===== config.mk =====
export PLATFORM = sky130hd
export DESIGN_NAME = key_debounce_short_long_repeat
export DESIGN_NICKNAME = d
export VERILOG_FILES = /design/src/sv/kdslr_pkg.sv /design/src/sv/kdslr_key.sv /design/src/sv/key_debounce_short_long_repeat.sv
export VERILOG_INCLUDE_DIRS = /design/src /design/src/sv
export SDC_FILE = /design/constraint.sdc
export NUM_CORES = 1
export LEC_CHECK = 0
export ABC_AREA = 1
export BUFFER_PORTS_ARGS = -buffer_cell sky130_fd_sc_hd__buf_4
export CAP_MARGIN = 30
export CELL_PAD_IN_SITES_DETAIL_PLACEMENT = 2
export CELL_PAD_IN_SITES_GLOBAL_PLACEMENT = 2
export CORE_MARGIN = 1
export CORE_UTILIZATION = 33
export DETAILED_ROUTE_END_ITERATION = 16
export PLACE_DENSITY_LB_ADDON = 0.1
export SETUP_SLACK_MARGIN = 0.02
export SLEW_MARGIN = 20
export SYNTH_ARGS = -nofsm -noshare
export SYNTH_HDL_FRONTEND = slang
export SYNTH_SLANG_ARGS = --single-unit

===== constraint.sdc =====
create_clock -name clk -period 5.2 [get_ports clk]
set_clock_uncertainty 0.05 [all_clocks]
set_input_delay 0.26 -clock clk [delete_from_list [all_inputs] [get_ports clk]]
set_output_delay 0.26 -clock clk [all_outputs]
set_load 0.05 [all_outputs]

===== src/sv/key_debounce_short_long_repeat_assert.svh =====
// Assertion helpers shared by the key debounce modules.
`ifndef KEY_DEBOUNCE_SHORT_LONG_REPEAT_ASSERT_SVH
`define KEY_DEBOUNCE_SHORT_LONG_REPEAT_ASSERT_SVH

// Same-cycle implication, sampled on clk, off during reset.
`define KDSLR_ASSERT_NOW(label, ante, cons, msg) \
    label: assert property (@(posedge clk) disable iff (!rst_n) (ante) |-> (cons)) \
        else $error(msg);

// Next-cycle implication, sampled on clk, off during reset.
`define KDSLR_ASSERT_NEXT(label, ante, cons, msg) \
    label: assert property (@(posedge clk) disable iff (!rst_n) (ante) |=> (cons)) \
        else $error(msg);

`endif


===== src/sv/kdslr_pkg.sv =====
package kdslr_pkg;

    localparam int NUM_KEYS    = 2;
    localparam int PIN_WIDTH   = 2;
    localparam int EVENT_WIDTH = 2;
    localparam int DATA_WIDTH  = 8;
    localparam int CFG_IDX_W   = 4;
    localparam int CFG_DATA_W  = 16;

    localparam logic [15:0] HOLD_LIMIT_MS = 16'd60000;

    localparam logic [CFG_IDX_W-1:0] REG_DEBOUNCE_SAMPLES = 4'd0;
    localparam logic [CFG_IDX_W-1:0] REG_TICK_STEP_MS     = 4'd1;
    localparam logic [CFG_IDX_W-1:0] REG_LONG_PRESS_MS    = 4'd2;
    localparam logic [CFG_IDX_W-1:0] REG_REPEAT_INTERVAL  = 4'd3;

    localparam logic [3:0]  RST_DEBOUNCE_SAMPLES = 4'd2;
    localparam logic [7:0]  RST_TICK_STEP_MS     = 8'd10;
    localparam logic [15:0] RST_LONG_PRESS_MS    = 16'd600;
    localparam logic [15:0] RST_REPEAT_INTERVAL  = 16'd100;

    typedef struct packed {
        logic [3:0]  debounce_samples;
        logic [7:0]  tick_step_ms;
        logic [15:0] long_press_ms;
        logic [15:0] repeat_interval_ms;
    } cfg_t;

endpackage


===== src/sv/kdslr_key.sv =====
module kdslr_key
(
    input  logic             clk,
    input  logic             rst_n,
    input  logic             en,
    input  logic             pressed,
    input  kdslr_pkg::cfg_t  cfg,
    output logic             fire
);
    import kdslr_pkg::*;

    logic        last_reg;
    logic        last_next;
    logic [3:0]  agree_reg;
    logic [3:0]  agree_next;
    logic        stable_reg;
    logic        stable_next;
    logic [15:0] hold_reg;
    logic [15:0] hold_next;
    logic [15:0] repeat_reg;
    logic [15:0] repeat_next;
    logic [15:0] hold_mid;
    logic [15:0] repeat_mid;
    logic [15:0] repeat_sum;
    logic        short_fire;
    logic        long_fire;

    always_comb
    begin
        last_next   = last_reg;
        agree_next  = agree_reg;
        stable_next = stable_reg;
        hold_mid    = hold_reg;
        repeat_mid  = repeat_reg;
        short_fire  = 1'b0;

        // debounce
        if (pressed != last_reg)
        begin
            last_next  = pressed;
            agree_next = 4'd0;
        end
        else if (agree_reg < cfg.debounce_samples)
        begin
            agree_next = agree_reg + 4'd1;
            if ((agree_next == cfg.debounce_samples) && (pressed != stable_reg))
            begin
                stable_next = pressed;
                if (pressed)
                begin
                    hold_mid   = 16'd0;
                    repeat_mid = 16'd0;
                end
                else
                begin
                    short_fire = (hold_reg != 16'd0) && (hold_reg < cfg.long_press_ms);
                    hold_mid   = 16'd0;
                end
            end
        end

        // hold timer and auto-repeat
        hold_next   = hold_mid;
        repeat_next = repeat_mid;
        repeat_sum  = repeat_mid + {8'd0, cfg.tick_step_ms};
        long_fire   = 1'b0;
        if (stable_next)
        begin
            if (hold_mid < HOLD_LIMIT_MS)
            begin
                hold_next = hold_mid + {8'd0, cfg.tick_step_ms};
            end
            if (hold_next == cfg.long_press_ms)
            begin
                repeat_next = 16'd0;
                long_fire   = 1'b1;
            end
            else if (hold_next > cfg.long_press_ms)
            begin
                if (repeat_sum >= cfg.repeat_interval_ms)
                begin
                    repeat_next = 16'd0;
                    long_fire   = 1'b1;
                end
                else
                begin
                    repeat_next = repeat_sum;
                end
            end
        end
    end

    assign fire = short_fire | long_fire;

    always_ff @(posedge clk or negedge rst_n)
    begin
        if (!rst_n)
        begin
            last_reg   <= 1'b0;
            agree_reg  <= 4'd0;
            stable_reg <= 1'b0;
            hold_reg   <= 16'd0;
            repeat_reg <= 16'd0;
        end
        else if (en)
        begin
            last_reg   <= last_next;
            agree_reg  <= agree_next;
            stable_reg <= stable_next;
            hold_reg   <= hold_next;
            repeat_reg <= repeat_next;
        end
    end

`include "key_debounce_short_long_repeat_assert.svh"

    `KDSLR_ASSERT_NOW(a_hold_bounded, 1'b1, hold_reg <= (HOLD_LIMIT_MS + 16'd255),
        "hold timer beyond saturation range")
    `KDSLR_ASSERT_NOW(a_flip_on_agree, en && (stable_next != stable_reg),
        (agree_next == cfg.debounce_samples) && (pressed == last_reg),
        "stable state flipped without full agreement")
    `KDSLR_ASSERT_NOW(a_short_only_early, en && short_fire,
        !stable_next && (hold_reg < cfg.long_press_ms) && !long_fire,
        "short press fired outside an early release")

endmodule


===== src/sv/key_debounce_short_long_repeat.sv =====
// Key debounce with short press, long press and auto-repeat. Each s_ transaction
// is one scan tick carrying the active-low pin levels of the keys; each tick
// yields exactly one m_ transaction whose key_event is 0 (nothing fired) or
// k (key k-1 fired, lowest index wins). A key fires once on a release before
// long_press_ms, once when its hold time equals long_press_ms, and then every
// repeat_interval_ms. One tick is taken per clock cycle while the output is not
// stalled; each tick passes through an input register and a result register,
// with the per-key state updated as it moves between them. A stalled m_tready
// backs up through the result register, then the input register, before
// s_tready drops. The user must write registers through cfg_we/cfg_index/cfg_data
// only while no tick is in flight; the block itself does not enforce it.
module key_debounce_short_long_repeat
(
    input  logic                                clk,
    input  logic                                rst_n,
    input  logic                                s_tvalid,
    output logic                                s_tready,
    input  logic [kdslr_pkg::DATA_WIDTH-1:0]    s_tdata,   // [1:0] pin_levels
    output logic                                m_tvalid,
    input  logic                                m_tready,
    output logic [kdslr_pkg::DATA_WIDTH-1:0]    m_tdata,   // [1:0] key_event
    input  logic                                cfg_we,
    input  logic [kdslr_pkg::CFG_IDX_W-1:0]     cfg_index,
    input  logic [kdslr_pkg::CFG_DATA_W-1:0]    cfg_data
);
    import kdslr_pkg::*;

    cfg_t                   cfg_reg;
    logic                   in_valid_reg;
    logic [PIN_WIDTH-1:0]   pins_reg;
    logic                   out_valid_reg;
    logic [EVENT_WIDTH-1:0] event_reg;
    logic [EVENT_WIDTH-1:0] event_next;
    logic                   out_free;
    logic                   advance;
    logic [NUM_KEYS-1:0]    key_pressed;
    logic [NUM_KEYS-1:0]    key_fire;

    assign out_free = !out_valid_reg || m_tready;
    assign advance  = in_valid_reg && out_free;
    assign s_tready = !in_valid_reg || out_free;

    always_ff @(posedge clk or negedge rst_n)
    begin
        if (!rst_n)
        begin
            cfg_reg.debounce_samples   <= RST_DEBOUNCE_SAMPLES;
            cfg_reg.tick_step_ms       <= RST_TICK_STEP_MS;
            cfg_reg.long_press_ms      <= RST_LONG_PRESS_MS;
            cfg_reg.repeat_interval_ms <= RST_REPEAT_INTERVAL;
        end
        else if (cfg_we)
        begin
            unique case (cfg_index)
                REG_DEBOUNCE_SAMPLES: cfg_reg.debounce_samples   <= cfg_data[3:0];
                REG_TICK_STEP_MS:     cfg_reg.tick_step_ms       <= cfg_data[7:0];
                REG_LONG_PRESS_MS:    cfg_reg.long_press_ms      <= cfg_data;
                REG_REPEAT_INTERVAL:  cfg_reg.repeat_interval_ms <= cfg_data;
                default:              ;
            endcase
        end
    end

    // input register
    always_ff @(posedge clk or negedge rst_n)
    begin
        if (!rst_n)
        begin
            in_valid_reg <= 1'b0;
        end
        else if (s_tready)
        begin
            in_valid_reg <= s_tvalid;
        end
    end

    always_ff @(posedge clk)
    begin
        if (s_tvalid && s_tready)
        begin
            pins_reg <= s_tdata[PIN_WIDTH-1:0];
        end
    end

    // keys past the pin field read as released
    genvar k;
    generate
        for (k = 0; k < NUM_KEYS; k++)
        begin : g_key
            if (k < PIN_WIDTH)
            begin : g_pin
                assign key_pressed[k] = !pins_reg[k];
            end
            else
            begin : g_none
                assign key_pressed[k] = 1'b0;
            end

            kdslr_key u_key
            (
                .clk     (clk),
                .rst_n   (rst_n),
                .en      (advance),
                .pressed (key_pressed[k]),
                .cfg     (cfg_reg),
                .fire    (key_fire[k])
            );
        end
    endgenerate

    always_comb
    begin
        event_next = '0;
        for (int i = NUM_KEYS - 1; i >= 0; i--)
        begin
            if (key_fire[i])
            begin
                event_next = EVENT_WIDTH'(i + 1);
            end
        end
    end

    // result register
    always_ff @(posedge clk or negedge rst_n)
    begin
        if (!rst_n)
        begin
            out_valid_reg <= 1'b0;
        end
        else if (out_free)
        begin
            out_valid_reg <= in_valid_reg;
        end
    end

    always_ff @(posedge clk)
    begin
        if (advance)
        begin
            event_reg <= event_next;
        end
    end

    assign m_tvalid = out_valid_reg;
    assign m_tdata  = {{(DATA_WIDTH - EVENT_WIDTH){1'b0}}, event_reg};

`include "key_debounce_short_long_repeat_assert.svh"

    `KDSLR_ASSERT_NEXT(a_advance_shows, advance, m_tvalid,
        "processed tick did not reach the result register")
    `KDSLR_ASSERT_NOW(a_stall_cause, !s_tready, in_valid_reg && m_tvalid && !m_tready,
        "input stalled without a full pipeline")
    `KDSLR_ASSERT_NOW(a_event_range, m_tvalid, 32'(event_reg) <= NUM_KEYS,
        "event names a key that does not exist")

endmodule


==> results.json, run 1 <==
{
  "ff2ff_path_depth": 32,
  "avgSynthCellArea_sq_um": 6.949,
  "crit_path_max_fanout": 7,
  "finalWorstPathRequiredPeriod_ns": 5.389,
  "number_of_flip_flops_under_the_largest_register_name": 44,
  "synth-edff-count": 4,
  "area_growth_syn_to_layout_pct": 30.91,
  "cts_tree": "yes",
  "slowest_delay_ns": 0.44,
  "ys.warnings.count": 0,
  "min_period_over_period": 1.036,
  "synthArstFlopShare": 0.9683,
  "setup_viol": 18,
  "total_leakage_power_nw": 7.599,
  "drc_errors": 0,
  "netlist_area_sq_um": 11150,
  "die_x_microns": 185.8,
  "final_net_count": 1972,
  "max_slew_margin": 0.4114,
  "placeableCoreArea_sq_um": 32870,
  "critPathArrivalTime_ns": 5.63,
  "post_synth_num_cell_types": 49,
  "r2r_start": "g_key[0].u_key.agree_reg[1]$_DFFE_PN0P_",
  "die_area_sq_um": 34540,
  "final_cell_area_sq_um": 14600,
  "power.density_cell_area_nw_per_um2": 542.6,
  "clock_tree.root_cell": "clkbuf_16",
  "ant_nets": 0,
  "layout.cells.most_common_list": "nand2_1, inv_1, buf_4",
  "end_kind": "register",
  "antenna_found_initial": 0,
  "min_path_cells": 3,
  "worst_setup_path_start_kind": "register",
  "clk_pin_slew_ns": 0.06,
  "ioPinCount": 43,
  "sequential_to_total_area_share_from_yosys_stat": 0.2856,
  "overflow": 0,
  "drt-initial-drc-count": 345,
  "synth-seq-cells": 126,
  "ir_worst_vdd_mv": 0.2961,
  "route.vias.total": 11820,
  "h-tree-depth": 4,
  "achievable-frequency_mhz": 185.6,
  "final_hold_viol_count": 0,
  "outcome": "finished with violations",
  "postSynthCellCount": 1605,
  "cts_buffer_depth": 2,
  "stdcell_count": 2252,
  "grt_pass1_wl_mm": 68.84,
  "layout-drive-gt1-share": 0.2260,
  "synth_top_area_cell": "dfrtp_1",
  "initial_standard_cell_utilization_of_the_core": 0.3393,
  "hold_class": "primary input to register",
  "fp-row-count": 66,
  "worstSetupPathType": "register to register",
  "required_ns": 5.44,
  "min_from": "cfg_data[10]",
  "synthDominantCellAreaShare": 0.2513,
  "finalWirelength_mm": 46.15,
  "drv_cap": 0,
  "synth_flop_cell": "dfrtp_1",
  "grt_pass1_vias": 12840,
  "numClockSinks": 126,
  "final_core_utilization": 0.4442,
  "timing_max_transition_violations_final": 0,
  "avgRoutedWirePerCell_microns": 20.49,
  "cts_buffers": 17,
  "place.port_buffers": 30,
  "reg2reg_setup_slack_ns": -0.19,
  "route.detailed.vias_per_inst": 5.246,
  "drt_pass_1_iters": 5,
  "clk_latency_ns": 0.44,
  "layout.cells.most_common": "nand2_1",
  "gp_routability_congestion": 0.8384,
  "grt_start_max_net_pins": 47,
  "crit-reg2reg-capture": "g_key[0].u_key.repeat_reg[6]$_DFFE_PN0P_",
  "hold_path_end": "cfg_reg[26]$_DFFE_PN0P_",
  "dp_cells": 2171,
  "global_route.usage.total": 0.2613,
  "tightestPinTransition_ns": 0.8819,
  "violations": "setup timing",
  "n_antenna_cell": 0,
  "finalWorstSetupSlack_ns": -0.1894,
  "die_h_microns": 185.8,
  "cp_slowest_cell": "dfrtp_2",
  "grt_setup_unrepaired": "yes",
  "place.detailed.hpwl_mm": 32.67,
  "cpMostUsedCell": "nor2_1",
  "detailed_place.area_sq_um": 12760,
  "synth.area.top_cells": "dfrtp_1, ha_1, nand2_1"
}
stage by stage:
step | hold slack (ns) | setup WS, ns | power [mW] | setup TNS [ns]
after floorplan | -0.08559 | 0.2682 | 4.171 | 0
after global placement | 0.1261 | -0.5042 | 5.571 | -7.687
after detailed placement | 0.1298 | -0.6956 | 5.818 | -12.14
after CTS | 0.05584 | -0.1361 | 7.415 | -1.494
after global routing | 0.08530 | -0.3764 | 8.569 | -8.715
final | 0.07289 | -0.1894 | 7.923 | -1.965
worst max-delay path by stage:
| stage | to | slack (ns) | cells past startpoint | from |
|---|---|---|---|---|
| after floorplan | g_key[1].u_key.repeat_reg[13]$_DFFE_PN0P_ | 0.27 | 32 | cfg_reg[41]$_DFFE_PN1P_ |
| after global placement | g_key[0].u_key.repeat_reg[6]$_DFFE_PN0P_ | -0.50 | 36 | cfg_reg[41]$_DFFE_PN1P_ |
| after detailed placement | g_key[0].u_key.repeat_reg[6]$_DFFE_PN0P_ | -0.70 | 36 | cfg_reg[41]$_DFFE_PN1P_ |
| after CTS | g_key[0].u_key.repeat_reg[15]$_DFFE_PN0P_ | -0.14 | 38 | cfg_reg[41]$_DFFE_PN1P_ |
| after global routing | g_key[0].u_key.repeat_reg[9]$_DFFE_PN0P_ | -0.38 | 33 | cfg_reg[41]$_DFFE_PN1P_ |
| final | g_key[0].u_key.repeat_reg[6]$_DFFE_PN0P_ | -0.19 | 32 | g_key[0].u_key.agree_reg[1]$_DFFE_PN0P_ |
synthesized netlist by cell type, drive strengths merged (9+ instances only):
cell type / instances
a21oi: 109
nand3: 112
dfstp: 10
clkbuf: 24
inv: 253
o211ai: 10
ha: 138
buf: 19
nand4: 28
nor2: 83
nand2: 451
and2: 9
xor2: 21
xnor2: 14
o22ai: 9
dfrtp: 112
o21ai: 142
cell families (layout without fill, tap and decap cells):
logic type / Yosys count / after routing / share of synthesized area
xor+xnor: 35 / 35 / 0.02816
compound gates: 297 / 297 / 0.1458
flops: 126 / 126 / 0.2856
other cells: 1 / 6 / 0.0003362
simple gates: 708 / 709 / 0.2731
buf+inv: 296 / 495 / 0.1050
fa+ha+maj: 142 / 142 / 0.1620
worst max-delay path, delay by kind of cell, from the launching register on:
family | cells | cell delay (ns)
AND/OR/NAND/NOR | 17 | 1.72
buffers and inverters | 6 | 0.95
AO/OA/AOI/OAI | 5 | 0.92
adder cells (fa/ha/maj) | 3 | 0.87
flip-flops | 1 | 0.44
XOR/XNOR | 1 | 0.28
report_power, final:
part | switching, mW | internal (mW)
logic | 3.02 | 2.05
registers | 0.322 | 1.26
clock network | 0.520 | 0.760
total | 3.86 | 4.06
routing by layer:
metal | GRT usage | vias to the layer above | part of all wire
met5 | 0 | - | 0
met4 | 0.07705 | 0 | 0.023
met3 | 0.02994 | 49 | 0.018
met2 | 0.4773 | 112 | 0.53
met1 | 0.3188 | 6037 | 0.43
li1 | - | 5617 | -
repair_timing:
action | 4_1_cts | 5_1_grt
cloned | 1 | 1
buffers inserted | 13 | 31
endpoints found under the setup margin | 34 | 34
pin swaps | 35 | 62
hold buffers | 4 | 0
gates resized for setup | 89 | 112
endpoints found under the hold margin | 36 | 0
final cells by class:
cell class	instances	area, sq um
Clock buffer	20	478.0
Clock inverter	12	135.1
Fill cell	3907	18270
Inverter	253	957.2
Multi-Input combinational cell	1189	7600
Sequential cell	126	3189
Tap cell	442	553.0
Timing Repair Buffer	210	1688
No activity file was read; power rests on OpenSTA's default activity.
==> inputs of run 2 (changes only) <==
Settings changed: BUFFER_PORTS_ARGS -buffer_cell sky130_fd_sc_hd__buf_4 to unset, CORE_UTILIZATION 33 to 34, DONT_BUFFER_PORTS set to 1, SYNTH_HIERARCHICAL set to 1, TNS_END_PERCENT set to 5.
==> results.json, run 2 <==
{
  "crit-reg2reg-capture": "g_key[1].u_key/repeat_reg[0]$_DFFE_PN0P_",
  "ys.warnings.count": 6,
  "netlist_area_sq_um": 11630,
  "power.sequential.fraction": 0.213,
  "postSynthCellCount": 1657,
  "worst_setup_path_start_kind": "register",
  "global_route.usage.total": 0.2625,
  "end_kind": "register",
  "synthMostInstantiatedCell": "nand2_1",
  "drv_cap": 0,
  "finalWorstSetupSlack_ns": -0.002704,
  "avgRoutedWirePerCell_microns": 20.83,
  "total_leakage_power_nw": 7.861,
  "h-tree-depth": 4,
  "min_period_over_period": 1.001,
  "outcome": "finished with violations",
  "ff2ff_path_depth": 32,
  "layout-drive-gt1-share": 0.2205,
  "final_net_count": 1985,
  "p_clk_frac": 0.180,
  "pwr-share-comb": 0.607,
  "place.detailed.hpwl_mm": 33.05,
  "critPathArrivalTime_ns": 5.52,
  "synthDominantCellAreaShare": 0.2409,
  "final_hold_viol_count": 0,
  "post_synth_num_cell_types": 60,
  "cts_buffers": 17,
  "hold_path_end": "cfg_reg[38]$_DFFE_PN0P_",
  "tightestPinTransition_ns": 0.8845,
  "sequential_to_total_area_share_from_yosys_stat": 0.2739,
  "synth-seq-cells": 126,
  "drc_errors": 0,
  "max_slew_margin": 0.4084,
  "crit_path_max_fanout": 7,
  "antenna_found_initial": 2,
  "drt-initial-drc-count": 496,
  "synth-edff-count": 4,
  "finalWirelength_mm": 47.32,
  "violations": "setup timing",
  "hold_class": "primary input to register",
  "fillCellCount": 3885,
  "synth.area.top_cells": "dfrtp_1, nand2_1, ha_1",
  "finalWorstPathRequiredPeriod_ns": 5.203,
  "grt_start_max_net_pins": 123,
  "route.detailed.vias_per_inst": 5.289,
  "cts_tree": "yes",
  "grt_pass1_wl_mm": 71.38,
  "avgSynthCellArea_sq_um": 7.020,
  "achievable-frequency_mhz": 192.2,
  "placeableCoreArea_sq_um": 33620,
  "power.density_cell_area_nw_per_um2": 491.9,
  "timing_max_transition_violations_final": 0,
  "route.vias.total": 12020,
  "worstSetupPathType": "register to register",
  "post_synth_most_frequent_cells": "nand2_1, inv_1, ha_1, dfrtp_1, nand3_1",
  "ir_worst_vdd_mv": 0.2588,
  "cts_buffer_depth": 2,
  "grt_pass1_vias": 13110,
  "ant_nets": 0,
  "area_growth_syn_to_layout_pct": 27.92,
  "slowest_delay_ns": 0.41,
  "grt_setup_unrepaired": "yes",
  "setup_viol": 1,
  "cellInternalPower_mw": 3.795,
  "required_ns": 5.52,
  "switchingPower_mw": 3.525,
  "clk_latency_ns": 0.45,
  "reg2reg_setup_slack_ns": -0.003,
  "synth_flop_cell": "dfrtp_1",
  "clk_pin_slew_ns": 0.07,
  "fp-row-count": 67,
  "numClockSinks": 126,
  "synth_top_area_cell": "dfrtp_1",
  "die_h_microns": 187.0,
  "final_cell_area_sq_um": 14880,
  "seqCellArea_sq_um": 3188,
  "switching_share": 0.4816,
  "r2r_start": "g_key[1].u_key/agree_reg[0]$_DFFE_PN0P_",
  "min_path_cells": 3,
  "min_from": "cfg_index[0]",
  "overall_power_after_layout_mw": 7.320,
  "synthArstFlopShare": 0.9683,
  "number_of_flip_flops_under_the_largest_register_name": 44,
  "layout.cells.most_common": "nand2_1",
  "die_x_microns": 187.0,
  "clock_tree.root_cell": "clkbuf_16",
  "drt_pass_1_iters": 4,
  "detailed_place.area_sq_um": 12670,
  "multi_input_area_sq_um": 8033,
  "hold_ws_ns": 0.02058,
  "overflow": 0,
  "ioPinCount": 43,
  "die_area_sq_um": 34960,
  "cp_slowest_cell": "dfrtp_1",
  "place.port_buffers": 0,
  "layout.cells.most_common_list": "nand2_1, inv_1, buf_4",
  "gp_routability_congestion": 0.7891,
  "initial_standard_cell_utilization_of_the_core": 0.3460
}
run 2: changes by cell type after synthesis, moves of 8 or more:
cell / delta
o21ai_0: -66
nand2_1: +64
nand4_1: +35
a21oi_1: -25
a22oi_1: +20
clkbuf_1: -17
nor2_1: -16
nand3_1: -13
nor3_1: +13
o221ai_1: +11
xnor2_1: -8
run 2: area by class of cell:
type | count | area share
Antenna cell | 1 | 0.0001682
Clock inverter | 10 | 0.009165
Inverter | 269 | 0.06819
Multi-Input combinational cell | 1225 | 0.5398
Sequential cell | 126 | 0.2142
Timing Repair Buffer | 171 | 0.09888
Tap cell | 448 | 0.03767
Clock buffer | 22 | 0.03187
run 2: worst max-delay path by stage:
| stage | start | endpoint | slack [ns] | cells past startpoint |
|---|---|---|---|---|
| floorplan | cfg_reg[41]$_DFFE_PN1P_ | g_key[1].u_key/repeat_reg[13]$_DFFE_PN0P_ | 0.52 | 36 |
| detailed placement | cfg_reg[43]$_DFFE_PN0P_ | g_key[1].u_key/repeat_reg[7]$_DFFE_PN0P_ | -0.28 | 33 |
| CTS | cfg_reg[41]$_DFFE_PN1P_ | g_key[1].u_key/repeat_reg[12]$_DFFE_PN0P_ | 0.02 | 36 |
| global placement | cfg_reg[41]$_DFFE_PN1P_ | g_key[1].u_key/repeat_reg[5]$_DFFE_PN0P_ | -0.05 | 34 |
| finish | g_key[1].u_key/agree_reg[0]$_DFFE_PN0P_ | g_key[1].u_key/repeat_reg[0]$_DFFE_PN0P_ | -0.003 | 32 |
| global route | cfg_reg[42]$_DFFE_PN0P_ | g_key[1].u_key/repeat_reg[0]$_DFFE_PN0P_ | -0.29 | 34 |
run 2: timing repair:
action                                 in CTS  in global routing
cloned                                      1                  1
setup endpoints to repair                  34                 34
hold buffers                               28                  0
buffers inserted                           13                 28
endpoints found under the hold margin     170                  0
gates resized for setup                    68                161
pin swaps                                  28                 87
run 2: power by group through the flow:
stage / Sequential, mW / Clock [mW] / Combinational [mW]
after floorplan: 1.43 / 0 / 2.43
after global placement: 1.54 / 0 / 3.41
after detailed placement: 1.55 / 0 / 3.63
after CTS: 1.54 / 1.33 / 3.92
after global routing: 1.59 / 1.38 / 4.94
final: 1.56 / 1.31 / 4.44
run 2: worst max-delay path: cells and delay by family (launching register included):
family                     cells  cell delay (ns)
AOI/OAI and AO/OA              5             0.66
xor gates and xnor gates       1             0.16
adders and majority gates      3             0.79
buffers and inverters          7             0.76
DFF                            1             0.41
and+or+nand+nor               16             2.29
run 2: cells by family after synthesis:
family / share of synthesized area
and+or+nand+nor: 0.3166
buffers and inverters: 0.1142
other: 0.0003224
AOI/OAI and AO/OA: 0.1122
adders and majority gates: 0.1553
xor gates and xnor gates: 0.02754
DFF: 0.2739
run 2: layer usage:
layer  global-route usage  share of wire  vias up
li1                     -              -     5720
met1               0.3174           0.43     6087
met2               0.4842           0.53      154
met3              0.02983          0.023       54
met4              0.07850          0.021        2
met5                    0        0.00027        -
run 2: per-stage QoR:
| stage | utilization | setup slack, ns | TNS (ns) | instances |
|---|---|---|---|---|
| 2_1_floorplan | - | 0.5164 | 0 | 1662 |
| 3_3_place_gp | 0.3770 | -0.05054 | -0.4394 | 2168 |
| 3_5_place_dp | 0.3770 | -0.2756 | -6.025 | 2168 |
| 4_1_cts | 0.4156 | 0.02233 | 0 | 2242 |
| 5_1_grt | 0.4426 | -0.2914 | -5.665 | 2271 |
| 6_report | 0.4427 | -0.002704 | -0.002704 | 2272 |
